**src/sv/phx_pkg.sv**
```systemverilog
// shared constants and types for the philox generator
package phx_pkg;

  localparam int ROUND_COUNT = 10;
  localparam int WORD_W      = 32;
  localparam int KEY_W       = 2 * WORD_W;
  localparam int CFG_INDEX_W = 8;
  localparam int CFG_DATA_W  = 64;

  localparam logic [WORD_W-1:0] MUL_A  = 32'hD2511F53;
  localparam logic [WORD_W-1:0] MUL_B  = 32'hCD9E8D57;
  localparam logic [WORD_W-1:0] WEYL_A = 32'h9E3779B9;
  localparam logic [WORD_W-1:0] WEYL_B = 32'hBB67AE85;

  localparam logic [CFG_INDEX_W-1:0] REG_SEED_KEY  = 8'd0;
  localparam logic [CFG_INDEX_W-1:0] REG_BIN_COUNT = 8'd1;

  localparam logic [KEY_W-1:0]  SEED_KEY_RESET  = 64'd42;
  localparam logic [WORD_W-1:0] BIN_COUNT_RESET = 32'd1;

  typedef logic [WORD_W-1:0] word_t;

  // four block words plus the round key that travels with them
  typedef struct packed {
    word_t a;
    word_t b;
    word_t c;
    word_t d;
    word_t ka;
    word_t kb;
  } block_t;

endpackage

```
**src/sv/phx_round_cell.sv**
```systemverilog
// one philox round as a registered cell of the round chain
module phx_round_cell (
  input  logic            clk,
  input  logic            rst,
  input  logic            load,
  input  logic            prev_valid,
  input  phx_pkg::block_t prev_block,
  output logic            valid,
  output phx_pkg::block_t block
);

  logic [2*phx_pkg::WORD_W-1:0] pa;
  logic [2*phx_pkg::WORD_W-1:0] pb;
  phx_pkg::block_t              block_next;

  assign pa = (2*phx_pkg::WORD_W)'(phx_pkg::MUL_A) * (2*phx_pkg::WORD_W)'(prev_block.a);
  assign pb = (2*phx_pkg::WORD_W)'(phx_pkg::MUL_B) * (2*phx_pkg::WORD_W)'(prev_block.c);

  always_comb begin
    block_next.a  = pb[2*phx_pkg::WORD_W-1:phx_pkg::WORD_W] ^ prev_block.b ^ prev_block.ka;
    block_next.b  = pb[phx_pkg::WORD_W-1:0];
    block_next.c  = pa[2*phx_pkg::WORD_W-1:phx_pkg::WORD_W] ^ prev_block.d ^ prev_block.kb;
    block_next.d  = pa[phx_pkg::WORD_W-1:0];
    // key for the following round
    block_next.ka = prev_block.ka + phx_pkg::WEYL_A;
    block_next.kb = prev_block.kb + phx_pkg::WEYL_B;
  end

  always_ff @(posedge clk) begin
    if (rst) begin
      valid <= 1'b0;
    end else if (load) begin
      valid <= prev_valid;
    end
  end

  always_ff @(posedge clk) begin
    if (load) begin
      block <= block_next;
    end
  end

endmodule

```
**config.mk**
```make
export PLATFORM = sky130hd
export DESIGN_NAME = phx_round_cell
export DESIGN_NICKNAME = d
export VERILOG_FILES = /design/src/sv/phx_pkg.sv /design/src/sv/phx_round_cell.sv
export SDC_FILE = /design/constraint.sdc
export NUM_CORES = 2
export LEC_CHECK = 0
export ABC_AREA = 1
export BUFFER_PORTS_ARGS = -buffer_cell sky130_fd_sc_hd__buf_2
export CAP_MARGIN = 10
export CORE_MARGIN = 2
export CORE_UTILIZATION = 60
export DETAILED_ROUTE_END_ITERATION = 12
export PLACE_DENSITY = 0.8
export SLEW_MARGIN = 25
export SYNTH_ARGS = -nofsm -noshare
export SYNTH_HDL_FRONTEND = slang
export SYNTH_SLANG_ARGS = --single-unit
```
**constraint.sdc**
```tcl
create_clock -name clk -period 10.6 [get_ports clk]
set_input_delay 1.06 -clock clk [delete_from_list [all_inputs] [get_ports clk]]
set_output_delay 1.06 -clock clk [all_outputs]
set_load 0.05 [all_outputs]
```
Word level (Yosys, flattened, before mapping)
Index checks and enable logic that the tools add are counted.
{ "op_classes": {"n_addsub": 2, "multipliers": 2, "bitwise_logic": 4} }
{ "op_table": {"columns": ["operator", "count"], "rows": [
  ["multiplier 32 x 32 -> 64 bit (first input constant)", 2],
  ["XOR 32 bit", 4],
  ["adder 32 bit (second input constant)", 2]
]} }
{ "totals": {"ff_bits": 193, "in_bits": 196, "output_inout_bits": 193, "word_cells": 15} }

Logic depth before layout (Yosys ltp)
{ "logic_depth": {"word_depth": 3, "mapped_depth": 30, "depth_no_buf": 30} }

Least setup slack after synthesis
Ideal clock, no wire load.
{ "synth_path": {"kind": "input-to-reg", "startpoint": "input port prev_block[107] (netlist name)", "endpoint": "register block[190] (netlist name), data pin", "setup_time_ns": 0.249, "arrival_ns": 6.427, "required_time_ns": 10.351, "setup_slack_ns": 3.924, "cell_stages": 24, "path_buffers": 0, "path_cell_list": "fa_1 > fa_1 > inv_1 > fa_1 > inv_1 > fa_1 > inv_1 > fa_1 > fa_1 > fa_1 > fa_1 > inv_1 > ha_1 > nand2_1 > nor2_2 > inv_2 > nor2_4 > inv_1 > nor3_1 > nand2_2 > nand2_1 > nand2_1 > nand2_1 > inv_1"} }
{ "synth_lines": {"columns": ["element", "line_no", "rtl"], "rows": [
  ["start, declared", "phx_round_cell.sv:7", "input phx_pkg::block_t prev_block,"],
  ["end signal, assigned", "phx_round_cell.sv:39", "block <= block_next;"],
  ["end, declared", "phx_round_cell.sv:9", "output phx_pkg::block_t block"]
]} }

==> out/results.ini <==
[floorplanning]
core_area_sq_um=80700
initial_utilization_pct=60.8
die_area_sq_um=84100
fp.dieH_um=290
die_x_um=290
io_pins=389
fp-row-count=104

[sta]
fin_skew_ps=0
finalSetupViolCount=0
final.setup.tns_ps=0
post-route-period-util_pct=73.2
slew_headroom_pct=33.4
min_period_ps=7760
clock.fmax_ghz=0.129
rsz0062_at_grt=false
hold_viol_final=0
max_slew.worst_pin.slew_ps=998
slew_violations=0

[logic_synthesis]
ys_top_cells_by_area=fa_1, ha_1, inv_1, edfxtp_1, nand2_1
yosysTopAreaCellShare_pct=32.8
synth_top_area_cell=fa_1
synth_common_cells=inv_1, nand2_1, ha_1, fa_1, nor2_1
yosys_register_bits=193
syn_area_sq_um=49100
synth_area_per_cell_sq_um=8.64
synth_ff_type=edfxtp_1
yosysSeqAreaShare_pct=11.8
yosys_warnings=0
synthCells=5680
ys_types=54
synth.most_common_cell=inv_1
syn_nets=7488
ys_async_sr_fraction_pct=0
synth_edf_count=192

[job]
maxCapViolations=0

[setup_path]
reg2reg_to=valid
cp_slowest_stage_delay_ps=750
path_class=in2reg
crit_path_end_kind=flop
critPathTopFamily=adder cells
crit_buf_inv=5
critPathLaunchType=input port
arrival_ps=8040
crit_path_frequent_cell=fa_1
path_cells=buf_2 -> inv_1 -> ha_1 -> inv_1 -> fa_1 -> fa_1 -> fa_1 -> fa_1 -> fa_1 -> fa_1 -> inv_1 -> fa_1 -> inv_1 -> ha_1 -> nand2_2 -> nor2_2 -> nand2_1 -> o21ai_0 -> a21oi_1 -> xor2_1
crit_fanout=8
slowest_stage=o21ai_0
worstPathRequired_ps=10880
reg2reg_from=valid
ff2ff_path_depth=2
r2r_slack_ps=9990

[place]
dp_hpwl_mm=149
gp_congestion=1.04
placement.io_buffers=388
place_area_sq_um=52300

[global_routing]
grtUsageTotal_pct=40.8
grt_max_degree=68
grt_antenna_before_repair=22
grt_pass1_wl_mm=252
grt_pass1_vias=42300
grt_overflow=0

[min_path]
hold_class=reg2reg
worstHoldStart=valid
holdPathEnd=valid
whs_path_depth=2

[clocking]
clockBufferDepth=2
cts.clk_slew.worst_paths_ps=90
cts_setup_buffers=0
cts_resized=0
clk-insertion-delay-late_ps=530
cts_buffers=17
cts-root-buf=clkbuf_16
clock-sinks=193
htree_levels=4
postCtsHoldBufs=0
tritoncts=done

[route]
wl_mm=166
vias=38700
ant_nets=0
wl_per_cell_um=23.2
first_pass_iters=8
via_per_inst=5.41
drc=0
drtIter0Drc=2478

[layout]
drive_above_1_share_pct=8.65
final_cell_area_sq_um=52900
finalNetCount=7885
synthToLayoutAreaGrowth_pct=7.80

[status]
status=finished, final reports clean

## flip-flops by register name (all words and copies together), names as in the netlist
name   count
valid      1
block    192
## final cells by class
| cell class | instances | area, sq um |
|---|---|---|
| Multi-Input combinational cell | 3707 | 36600 |
| Tap cell | 1060 | 1330 |
| Clock buffer | 18 | 429 |
| Inverter | 1768 | 6640 |
| Fill cell | 6846 | 27800 |
| Antenna cell | 14 | 35.0 |
| Clock inverter | 14 | 129 |
| Sequential cell | 193 | 5790 |
| Timing Repair Buffer | 390 | 1970 |
## cell families after synthesis
group	after synthesis	synth area share (%)
flops	193	11.8
buf+inv	1780	13.7
fa+ha+maj	1612	53.4
simple gates	1579	13.6
xor+xnor	254	4.53
compound gates	261	2.99
mux	1	0.0204
## layer usage
| metal | global-route usage [%] | up-vias | wire, um | share of wire, % |
|---|---|---|---|---|
| li1 | - | 17700 | - | - |
| met1 | 44.4 | 18800 | 57400 | 35 |
| met2 | 72.3 | 1633 | 83500 | 50 |
| met3 | 6.30 | 577 | 10000 | 6.0 |
| met4 | 29.8 | 20 | 14800 | 8.9 |
| met5 | 0 | - | 134 | 0.081 |
## how the worst max path moves through the flow
stage / from / to / cells past startpoint
global placement: prev_block[108] / block[162] / 22
floorplan: prev_block[107] / block[190] / 24
detailed placement: prev_block[102] / block[162] / 20
finish: prev_block[102] / block[162] / 20
CTS: prev_block[107] / block[162] / 20
global route: prev_block[102] / block[182] / 27
## cells in the final DEF (no fill, tap or decap), types with 5 or more instances in the layout
master / count
inv_1: 1754
a21oi_1: 142
nand4_1: 35
o21ai_1: 12
a21o_1: 7
clkbuf_16: 17
diode_2: 14
nand2_1: 1001
fa_1: 805
ha_1: 807
nand3_1: 140
and2_1: 6
xor2_1: 166
edfxtp_1: 192
inv_2: 13
nor2_1: 268
or2_2: 8
a31oi_1: 8
nand2_2: 24
nand3b_1: 15
o21ai_0: 50
buf_2: 387
nand3_2: 13
nor2_4: 5
nor2_2: 24
xnor2_1: 88
o21bai_1: 26
nor3_1: 24
## worst reg2reg max path, cell delays in order, from the launching register on
cell and delay, ps:
dfxtp_1 320, mux2i_1 140, nor2_1 60
## per-stage QoR
stage / hold WS (ps) / utilization, % / setup slack (ps) / cells
5_1_grt: 588 / 65.5 / 2760 / 7154
3_5_place_dp: 504 / 64.8 / 2470 / 7118
2_1_floorplan: 733 / - / 3920 / 5680
3_3_place_gp: 474 / 64.8 / 2350 / 7118
6_report: 528 / 65.6 / 2840 / 7164
4_1_cts: 521 / 65.5 / 2990 / 7150
Power is not shown: default switching activity piles up to over one toggle a cycle in this logic, so the estimate is an artifact.
